$ cat config.mk
export PLATFORM = sky130hd
export DESIGN_NAME = resistor_ladder_switch_decoder
export DESIGN_NICKNAME = d
export VERILOG_FILES = /design/src/hw/rtl/rld_pkg.sv /design/src/hw/rtl/rld_cell.sv /design/src/hw/rtl/rld_div.sv /design/src/hw/rtl/resistor_ladder_switch_decoder.sv
export SDC_FILE = /design/constraint.sdc
export NUM_CORES = 2
export LEC_CHECK = 0
export ABC_CLOCK_PERIOD_IN_PS = 7480
export BUFFER_PORTS_ARGS = -buffer_cell sky130_fd_sc_hd__buf_4
export CAP_MARGIN = 20
export CORE_UTILIZATION = 44
export CTS_CLUSTER_DIAMETER = 60
export DETAILED_ROUTE_END_ITERATION = 7
export SLEW_MARGIN = 10
export SYNTH_ARGS = -nofsm -noshare
export SYNTH_HDL_FRONTEND = slang
export SYNTH_SLANG_ARGS = --single-unit
export TNS_END_PERCENT = 100
$ cat constraint.sdc
create_clock -name clk -period 7.48 [get_ports clk]
set_input_delay 1.496 -clock clk [delete_from_list [all_inputs] [get_ports clk]]
set_output_delay 1.496 -clock clk [all_outputs]
set_load 0.03 [all_outputs]
$ cat src/hw/rtl/rld_pkg.sv
// ----------------------------------------------------------------------------
// rld_pkg: shared definitions for the resistor ladder switch decoder
// Widths, operation codes and the beat structures passed between the
// controller, the level cells and the divider.
// ----------------------------------------------------------------------------
package rld_pkg;

  localparam int SWITCH_COUNT    = 4;
  localparam int ADC_BITS        = 12;
  localparam int TABLE_SIZE      = 1 << SWITCH_COUNT;
  localparam int CAL_SAMPLES_DEF = 20;

  typedef enum logic [1:0] {
    FN_WRITE    = 2'd0,
    FN_CALIB    = 2'd1,
    FN_CLASSIFY = 2'd2,
    FN_NOP      = 2'd3
  } func_t;

  // Search token that travels down the row of level cells.
  typedef struct packed {
    logic                    vld;
    logic [ADC_BITS-1:0]     sample;
    logic [ADC_BITS:0]       best;
    logic [SWITCH_COUNT-1:0] idx;
  } scan_t;

  // Table write broadcast to every cell.
  typedef struct packed {
    logic                    en;
    logic [SWITCH_COUNT-1:0] idx;
    logic [ADC_BITS-1:0]     data;
  } wr_t;

endpackage

$ cat src/hw/rtl/rld_cell.sv
// ----------------------------------------------------------------------------
// rld_cell: one table entry of the level row
// Holds the calibrated level of one switch combination and compares a
// passing search token against it, handing the token on each cycle.
// ----------------------------------------------------------------------------
module rld_cell
  import rld_pkg::*;
#(
  parameter int CELL_IDX = 0
) (
  input  logic  clk,
  input  logic  rst_n,
  input  wr_t   wr,
  input  scan_t scan_in,
  output scan_t scan_out
);

  logic [ADC_BITS-1:0] level_r;
  scan_t               scan_r;
  scan_t               scan_nxt;
  logic [ADC_BITS-1:0] diff;

  always_comb begin
    if (scan_in.sample >= level_r) begin
      diff = scan_in.sample - level_r;
    end else begin
      diff = level_r - scan_in.sample;
    end
    scan_nxt = scan_in;
    // Strict compare keeps the lower index on a tie.
    if ({1'b0, diff} < scan_in.best) begin
      scan_nxt.best = {1'b0, diff};
      scan_nxt.idx  = SWITCH_COUNT'(CELL_IDX);
    end
  end

  always_ff @(posedge clk) begin
    if (!rst_n) begin
      level_r    <= '0;
      scan_r.vld <= 1'b0;
    end else begin
      if (wr.en && (wr.idx == SWITCH_COUNT'(CELL_IDX))) begin
        level_r <= wr.data;
      end
      scan_r.vld <= scan_in.vld;
    end
    scan_r.sample <= scan_nxt.sample;
    scan_r.best   <= scan_nxt.best;
    scan_r.idx    <= scan_nxt.idx;
  end

  assign scan_out = scan_r;

endmodule

$ cat src/hw/rtl/rld_div.sv
// ----------------------------------------------------------------------------
// rld_div: divider by the calibration sample count
// Multiplies the sum by a rounded-up reciprocal of the sample count and keeps
// the upper bits. The dividend is registered first and the product second;
// done is registered alongside through busy_r and rises with the quotient.
// ----------------------------------------------------------------------------
module rld_div
  import rld_pkg::*;
#(
  parameter int CAL_SAMPLES = CAL_SAMPLES_DEF,
  parameter int SUM_W       = 17
) (
  input  logic             clk,
  input  logic             rst_n,
  input  logic             start,
  input  logic [SUM_W-1:0] dividend,
  output logic             done,
  output logic [SUM_W-1:0] quotient
);

  // Widening the shift by the bits of the divisor keeps the reciprocal error
  // below one step for every sum that fits in SUM_W bits.
  localparam int DIV_SH = SUM_W + $clog2(CAL_SAMPLES);
  localparam int PROD_W = DIV_SH + SUM_W;
  localparam longint unsigned RECIP_L =
    ((64'd1 << DIV_SH) + 64'(CAL_SAMPLES) - 64'd1) / 64'(CAL_SAMPLES);
  localparam logic [SUM_W:0] RECIP = (SUM_W+1)'(RECIP_L);

  logic [SUM_W-1:0]  div_r;
  logic              busy_r;
  logic              done_r;
  logic [SUM_W-1:0]  q_r;
  logic [PROD_W-1:0] prod;

  assign prod = PROD_W'(div_r) * PROD_W'(RECIP);

  always_ff @(posedge clk) begin
    if (!rst_n) begin
      busy_r <= 1'b0;
      done_r <= 1'b0;
    end else begin
      busy_r <= start;
      done_r <= busy_r;
    end
    if (start) begin
      div_r <= dividend;
    end
    q_r <= prod[DIV_SH +: SUM_W];
  end

  assign done     = done_r;
  assign quotient = q_r;

endmodule

$ cat src/hw/rtl/resistor_ladder_switch_decoder.sv
// ----------------------------------------------------------------------------
// resistor_ladder_switch_decoder: nearest-level switch decoder
// Input beats carry func, entry_index and level. One result beat is returned
// for every input beat, in order: the pressed-switch mask, the distance to
// the nearest table level on classify, and the calibration average when a
// calibration run completes.
// The block works on one beat at a time and holds in_stall high meanwhile.
// A table write, a calibration sample that does not finish a run and an
// unused code go from acceptance through ST_PUSH to the result register.
// A classify beat passes a search token through the row of 16 level cells,
// one cell per cycle.
// The sample that completes a calibration run hands its sum to a two-stage
// reciprocal multiplier that divides by the sample count.
// The next beat is accepted in the cycle after the result reaches the output
// register, even while the receiver stalls it. If the output register is
// still full, the finished result waits inside until it drains.
// Reset clears the level table to zero, the calibration sum and count, and the mask.
// ----------------------------------------------------------------------------
module resistor_ladder_switch_decoder
  import rld_pkg::*;
#(
  parameter int CAL_SAMPLES = CAL_SAMPLES_DEF
) (
  input  logic                    clk,
  input  logic                    rst_n,
  input  logic                    in_valid,
  output logic                    in_stall,
  input  logic [1:0]              in_func,
  input  logic [SWITCH_COUNT-1:0] in_entry_index,
  input  logic [ADC_BITS-1:0]     in_level,
  output logic                    out_valid,
  input  logic                    out_stall,
  output logic [SWITCH_COUNT-1:0] out_pressed_mask,
  output logic [ADC_BITS-1:0]     out_match_distance,
  output logic                    out_calib_done,
  output logic [ADC_BITS-1:0]     out_calib_level
);

  localparam int SUM_W = $clog2(CAL_SAMPLES * (1 << ADC_BITS));
  localparam int CNT_W = $clog2(CAL_SAMPLES + 1);

  typedef enum logic [3:0] {
    ST_IDLE = 4'b0001,
    ST_SCAN = 4'b0010,
    ST_DIV  = 4'b0100,
    ST_PUSH = 4'b1000
  } state_t;

  state_t                  state_r, state_nxt;
  logic [SUM_W-1:0]        sum_r, sum_nxt;
  logic [CNT_W-1:0]        count_r, count_nxt;
  logic [SWITCH_COUNT-1:0] calib_entry_r, calib_entry_nxt;
  logic [SWITCH_COUNT-1:0] pressed_r, pressed_nxt;
  logic [ADC_BITS-1:0]     res_dist_r, res_dist_nxt;
  logic                    res_done_r, res_done_nxt;
  logic [ADC_BITS-1:0]     res_avg_r, res_avg_nxt;
  logic                    out_valid_r, out_valid_nxt;
  logic [SWITCH_COUNT-1:0] out_mask_r;
  logic [ADC_BITS-1:0]     out_dist_r;
  logic                    out_done_r;
  logic [ADC_BITS-1:0]     out_avg_r;

  logic                    accept;
  logic                    out_free;
  func_t                   func;
  logic                    restart;
  logic [SUM_W-1:0]        sum_new;
  logic [CNT_W-1:0]        count_new;
  logic                    div_start;
  logic                    div_done;
  logic [SUM_W-1:0]        div_quot;
  wr_t                     wr;
  scan_t                   chain [TABLE_SIZE+1];

  assign in_stall = (state_r != ST_IDLE);
  assign accept   = in_valid && !in_stall;
  assign out_free = !out_valid_r || !out_stall;
  assign func     = func_t'(in_func);

  assign restart   = (count_r == '0) || (in_entry_index != calib_entry_r);
  assign sum_new   = restart ? SUM_W'(in_level) : (sum_r + SUM_W'(in_level));
  assign count_new = restart ? CNT_W'(1) : (count_r + 1'b1);

  // The search token enters the row in the cycle the classify beat is taken.
  always_comb begin
    chain[0].vld    = accept && (func == FN_CLASSIFY);
    chain[0].sample = in_level;
    chain[0].best   = (ADC_BITS+1)'(1) << ADC_BITS;
    chain[0].idx    = '0;
  end

  always_comb begin
    state_nxt       = state_r;
    sum_nxt         = sum_r;
    count_nxt       = count_r;
    calib_entry_nxt = calib_entry_r;
    pressed_nxt     = pressed_r;
    res_dist_nxt    = res_dist_r;
    res_done_nxt    = res_done_r;
    res_avg_nxt     = res_avg_r;
    div_start       = 1'b0;
    wr.en           = 1'b0;
    wr.idx          = in_entry_index;
    wr.data         = in_level;
    out_valid_nxt   = out_valid_r && out_stall;

    case (state_r)
      ST_IDLE: begin
        if (accept) begin
          res_dist_nxt = '0;
          res_done_nxt = 1'b0;
          res_avg_nxt  = '0;
          state_nxt    = ST_PUSH;
          case (func)
            FN_WRITE: begin
              wr.en = 1'b1;
            end
            FN_CALIB: begin
              calib_entry_nxt = in_entry_index;
              if (count_new >= CNT_W'(CAL_SAMPLES)) begin
                div_start = 1'b1;
                sum_nxt   = '0;
                count_nxt = '0;
                state_nxt = ST_DIV;
              end else begin
                sum_nxt   = sum_new;
                count_nxt = count_new;
              end
            end
            FN_CLASSIFY: begin
              state_nxt = ST_SCAN;
            end
            default: begin
            end
          endcase
        end
      end
      ST_SCAN: begin
        if (chain[TABLE_SIZE].vld) begin
          pressed_nxt  = chain[TABLE_SIZE].idx;
          res_dist_nxt = chain[TABLE_SIZE].best[ADC_BITS-1:0];
          state_nxt    = ST_PUSH;
        end
      end
      ST_DIV: begin
        if (div_done) begin
          wr.en        = 1'b1;
          wr.idx       = calib_entry_r;
          wr.data      = div_quot[ADC_BITS-1:0];
          res_done_nxt = 1'b1;
          res_avg_nxt  = div_quot[ADC_BITS-1:0];
          state_nxt    = ST_PUSH;
        end
      end
      ST_PUSH: begin
        if (out_free) begin
          out_valid_nxt = 1'b1;
          state_nxt     = ST_IDLE;
        end
      end
      default: begin
        state_nxt = ST_IDLE;
      end
    endcase
  end

  always_ff @(posedge clk) begin
    if (!rst_n) begin
      state_r       <= ST_IDLE;
      sum_r         <= '0;
      count_r       <= '0;
      calib_entry_r <= '0;
      pressed_r     <= '0;
      out_valid_r   <= 1'b0;
    end else begin
      state_r       <= state_nxt;
      sum_r         <= sum_nxt;
      count_r       <= count_nxt;
      calib_entry_r <= calib_entry_nxt;
      pressed_r     <= pressed_nxt;
      out_valid_r   <= out_valid_nxt;
    end
    res_dist_r <= res_dist_nxt;
    res_done_r <= res_done_nxt;
    res_avg_r  <= res_avg_nxt;
    if ((state_r == ST_PUSH) && out_free) begin
      out_mask_r <= pressed_r;
      out_dist_r <= res_dist_r;
      out_done_r <= res_done_r;
      out_avg_r  <= res_avg_r;
    end
  end

  for (genvar i = 0; i < TABLE_SIZE; i++) begin : g_cell
    rld_cell #(
      .CELL_IDX(i)
    ) u_cell (
      .clk     (clk),
      .rst_n   (rst_n),
      .wr      (wr),
      .scan_in (chain[i]),
      .scan_out(chain[i+1])
    );
  end

  rld_div #(
    .CAL_SAMPLES(CAL_SAMPLES),
    .SUM_W      (SUM_W)
  ) u_div (
    .clk     (clk),
    .rst_n   (rst_n),
    .start   (div_start),
    .dividend(sum_new),
    .done    (div_done),
    .quotient(div_quot)
  );

  assign out_valid          = out_valid_r;
  assign out_pressed_mask   = out_mask_r;
  assign out_match_distance = out_dist_r;
  assign out_calib_done     = out_done_r;
  assign out_calib_level    = out_avg_r;

endmodule

==> summary.txt <==
Placement
  – RD Place Congestion: approximately 0.88
  – Post-DP HPWL: roughly 97 mm
  – Dpl ws: roughly 1.3 ns
  – Port bufs: 52

Floorplanning
  – # rows: ~120
  – Initial Util: roughly 45%
  – I/O pins: 53
  – Die Y-Extent: approximately 340 µm
  – Die area: 0.1124 mm²
  – Die width: roughly 340 µm
  – Area of the core: 0.1095 mm²

Critical path
  – Slowest library cell on the worst path: a211oi_1
  – CP endpoint: u_div.quotient[10]
  – CP Buf/Inv Count: 4
  – Worst Path Required: a little over 8 ns
  – CP max stage delay: roughly 0.54 ns
  – CP delay by family, top: adder cells
  – Worst reg2reg path endpoint: u_div.quotient[10]
  – R2R setup slack: roughly 1.3 ns
  – CP Data Arrival Time: around 6.8 ns
  – CP Depth: 20
  – Critical path endpoint category: flop
  – Kind of start point of the critical path: flop
  – R2R Path Start: u_div.div_r[10]
  – Reg2Reg Depth: 20
  – CP max FO: 5
  – Setup CP Type: flop to flop
  – CP cell instances: ha_1 -> ha_1 -> inv_1 -> fa_1 -> inv_1 -> fa_1 -> inv_1 -> fa_1 -> inv_1 -> fa_1 -> ha_1 -> a41oi_1 -> o211a_1 -> and2_1 -> a31oi_1 -> nand2_1 -> a211oi_1 -> a21oi_1 -> o31ai_1 -> xor2_1
  – CP Launch Point: u_div.div_r[10]

Clock tree
  – Clk slew on worst S/H paths: around 0.060 ns
  – CTS Buf Count: 89
  – Clock sink count: roughly 750
  – Clock Latency Late Sink: around 0.69 ns
  – CTS Root Cell: clkbuf_16
  – Post-cts sizing count: 0
  – H-tree Lvls: 3
  – Setup Fix Bufs, Post-CTS: 0
  – Deepest clock path buffer count: 3
  – Hold_buf cts: 0
  – CTS tree: built

Logic synthesis
  – Post-synthesis compound-gate area fraction: between 15 and 20%
  – Asr flop ratio synth: 0%
  – Post-synth top flop: dfxtp_1
  – Mean area per synthesized cell: 9.098 µm²
  – Synth top area cells: dfxtp_1, ha_1, inv_1, fa_1, edfxtp_1
  – Mapped Cells: between 5,000 and 6,000
  – Post-synth EDFFs: 71
  – Syn nets: around 6,200
  – Synth Area in Adders: 22.26%
  – Multiplexer share of the synthesized area: about 5.1%
  – Cell taking the most area after synthesis: dfxtp_1
  – Largest family of logic cells by synthesized area: adder cells
  – Sequential cell area fraction in the yosys report: 32.15%
  – YS warnings: 0
  – Cell area after synthesis: roughly 0.05 mm²
  – Synth Area in Simple Gates: 10.66%
  – Post-synthesis xor/xnor area fraction: around 3.4%
  – Yosys reg bits: 749
  – Post-synth top area share: between 20 and 30%
  – Synth unique cells: 91

Layout
  – Ant diodes: 0
  – Most frequent cells in the layout: inv_1, dfxtp_1, ha_1
  – Nets: just over 6,000
  – Synthesis-to-layout area growth: 10.36%
  – Share of layout cells above drive strength 1: around 8.5%
  – Leading cell type in the layout, fill and taps excluded: inv_1

Power and ir drop
  – Pleak: approximately 27 nW
  – Reg power frac: a little under two fifths
  – Pwr/cell area: 251.2 mW/mm²
  – Pint: 0.009088 W
  – Logic pwr share: roughly 29%
  – Switching power: around 0.0045 W
  – VDD IR max: approximately 0.19 mV
  – Clock share of power: between 30% and 40%
  – Sw frac: 32.91%

Route
  – DR vias: around 37,000
  – DR iter-0 viols: between 2,000 and 2,500
  – # DRC: 0
  – Antenna Nets Post-Route: 0
  – Via/cell ratio: ~5.3
  – WL/cell: 18.30 µm
  – First-pass DRT Iterations: 6
  – Drt total wl: approximately 130 mm

STA
  – Crit path time final: 6.169 ns
  – Max-slew headroom: 25.49%
  – Post-route clock period utilization: between 80 and 90%
  – Final Max Slew Viols: 0
  – Hold Fails Final Rpt: 0
  – Setup Total Neg Slack: 0 ns
  – Max Freq: 162.1 MHz
  – Final setup viols: 0
  – Unrepaired setup endpoints after global routing: no
  – Clock Skew: 0.04869 ns
  – Final setup margin: ~1.3 ns
  – Worst Tran Pin Value: between 1 and 1.5 ns

Worst hold path
  – WHS Path Cells: 0
  – Hold crit path type: flop to flop

GRT
  – Global-route wire length before repair: a little under 200 mm
  – Largest net degree at the start of global routing: roughly 150
  – Number of global-route vias before repair: between 30,000 and 40,000
  – Busiest grt layer: met2
  – GRT Total Usage: a little under a quarter
  – Total gr overflow: 0
  – Grt met2 use: 37.00%
  – Met1 Resource Use GR: 30.62%
  – GR Layer Usage met3: 2.760%
  – Initial antenna violation count: 5

Run
  – Maxcap violations: 0

Outcome
  – Outcome: completed
[power groups by stage]
stage / registers [W] / logic [W] / clock network, W
2_1_floorplan: 0.00505 / 0.00287 / 0
3_3_place_gp: 0.00526 / 0.00379 / 0
3_5_place_dp: 0.00527 / 0.00385 / 0
4_1_cts: 0.00518 / 0.00389 / 0.00462
5_1_grt: 0.00524 / 0.00438 / 0.00479
6_report: 0.00517 / 0.00387 / 0.00451
[synth_stat cells (all sizes together) (20+ instances only)]
library cell and count:
or2 20, mux2i 93, xnor2 119, inv 814, nor3 65, o211ai 32, and2 77, o21a 54
o31ai 23, edfxtp 71, o211a 195, and3 21, nor2b 65, nand3 72, o21ai 240, a211oi 36
a21o 100, a21boi 34, nand2b 51, a31oi 49, nand4 27, fa 120, clkbuf 155, mux2 140
xor2 71, buf 43, nand2 422, o21bai 31, nor2 216, a21oi 327, ha 677, dfxtp 678
[flip-flops by register name, indices dropped and copies added (netlist names)]
name	cells
calib_entry_r	4
count_r	5
g_cell.u_cell.level_r	192
g_cell.u_cell.scan_out	437
out_calib_done	1
out_calib_level	12
out_match_distance	12
out_pressed_mask	4
out_valid	1
pressed_r	4
res_avg_r	12
res_dist_r	12
res_done_r	1
state_r	4
sum_r	17
u_div.busy_r	1
u_div.div_r	17
u_div.done	1
u_div.quotient	12
[kinds of logic after synthesis]
logic type | after synthesis
AO/OA/AOI/OAI | 1288
flip-flops | 749
AND/OR/NAND/NOR | 1101
multiplexers | 233
buffers and inverters | 1012
adder cells (fa/ha/maj) | 797
XOR/XNOR | 190
[worst register-to-register path, stage by stage (launching register included)]
cell and delay, ns:
edfxtp_1 0.52, ha_1 0.41, ha_1 0.29, inv_1 0.05
fa_1 0.50, inv_1 0.06, fa_1 0.53, inv_1 0.05
fa_1 0.47, inv_1 0.05, fa_1 0.44, ha_1 0.33
a41oi_1 0.11, o211a_1 0.25, and2_1 0.13, a31oi_1 0.45
nand2_1 0.19, a211oi_1 0.54, a21oi_1 0.24, o31ai_1 0.33
xor2_1 0.16
[how the worst min path moves through the flow]
| stage | startpoint | to | slack [ns] |
|---|---|---|---|
| floorplan | g_cell[9].u_cell.scan_out[28] | g_cell[10].u_cell.scan_out[28] | 0.34 |
| global placement | g_cell[12].u_cell.scan_out[28] | g_cell[13].u_cell.scan_out[28] | 0.35 |
| detailed placement | g_cell[12].u_cell.scan_out[28] | g_cell[13].u_cell.scan_out[28] | 0.35 |
| CTS | g_cell[3].u_cell.scan_out[28] | g_cell[4].u_cell.scan_out[28] | 0.35 |
| global route | g_cell[3].u_cell.scan_out[28] | g_cell[4].u_cell.scan_out[28] | 0.37 |
| finish | g_cell[11].u_cell.scan_out[27] | g_cell[12].u_cell.scan_out[27] | 0.36 |
[area by class of cell]
type                            count  area (µm²)
Clock buffer                      112        2404
Clock inverter                     53       681.9
Fill cell                       10277       55540
Inverter                          814        3055
Multi-Input combinational cell   3609       29420
Sequential cell                   749       15710
Tap cell                         1476        1847
Timing Repair Buffer              102       808.3
[routing by layer]
metal / vias to the layer above / part of all wire [%]
li1: 18362 / -
met1: 17314 / 47
met2: 744 / 45
met3: 202 / 4.5
met4: 0 / 3.1
met5: - / 0
[through the flow]
step	total power (W)	area (µm²)	util, %	std cells	hold slack, ns
after floorplan	0.007924	48860	-	5370	0.3368
after global placement	0.009048	50780	46.39	6746	0.3500
after CTS	0.01369	53880	49.22	6912	0.3502
after detailed placement	0.009115	50790	46.40	6747	0.3517
final	0.01355	53920	49.26	6915	0.3594
after global routing	0.01441	53920	49.26	6915	0.3650
Power figures use the tool's default switching activity.
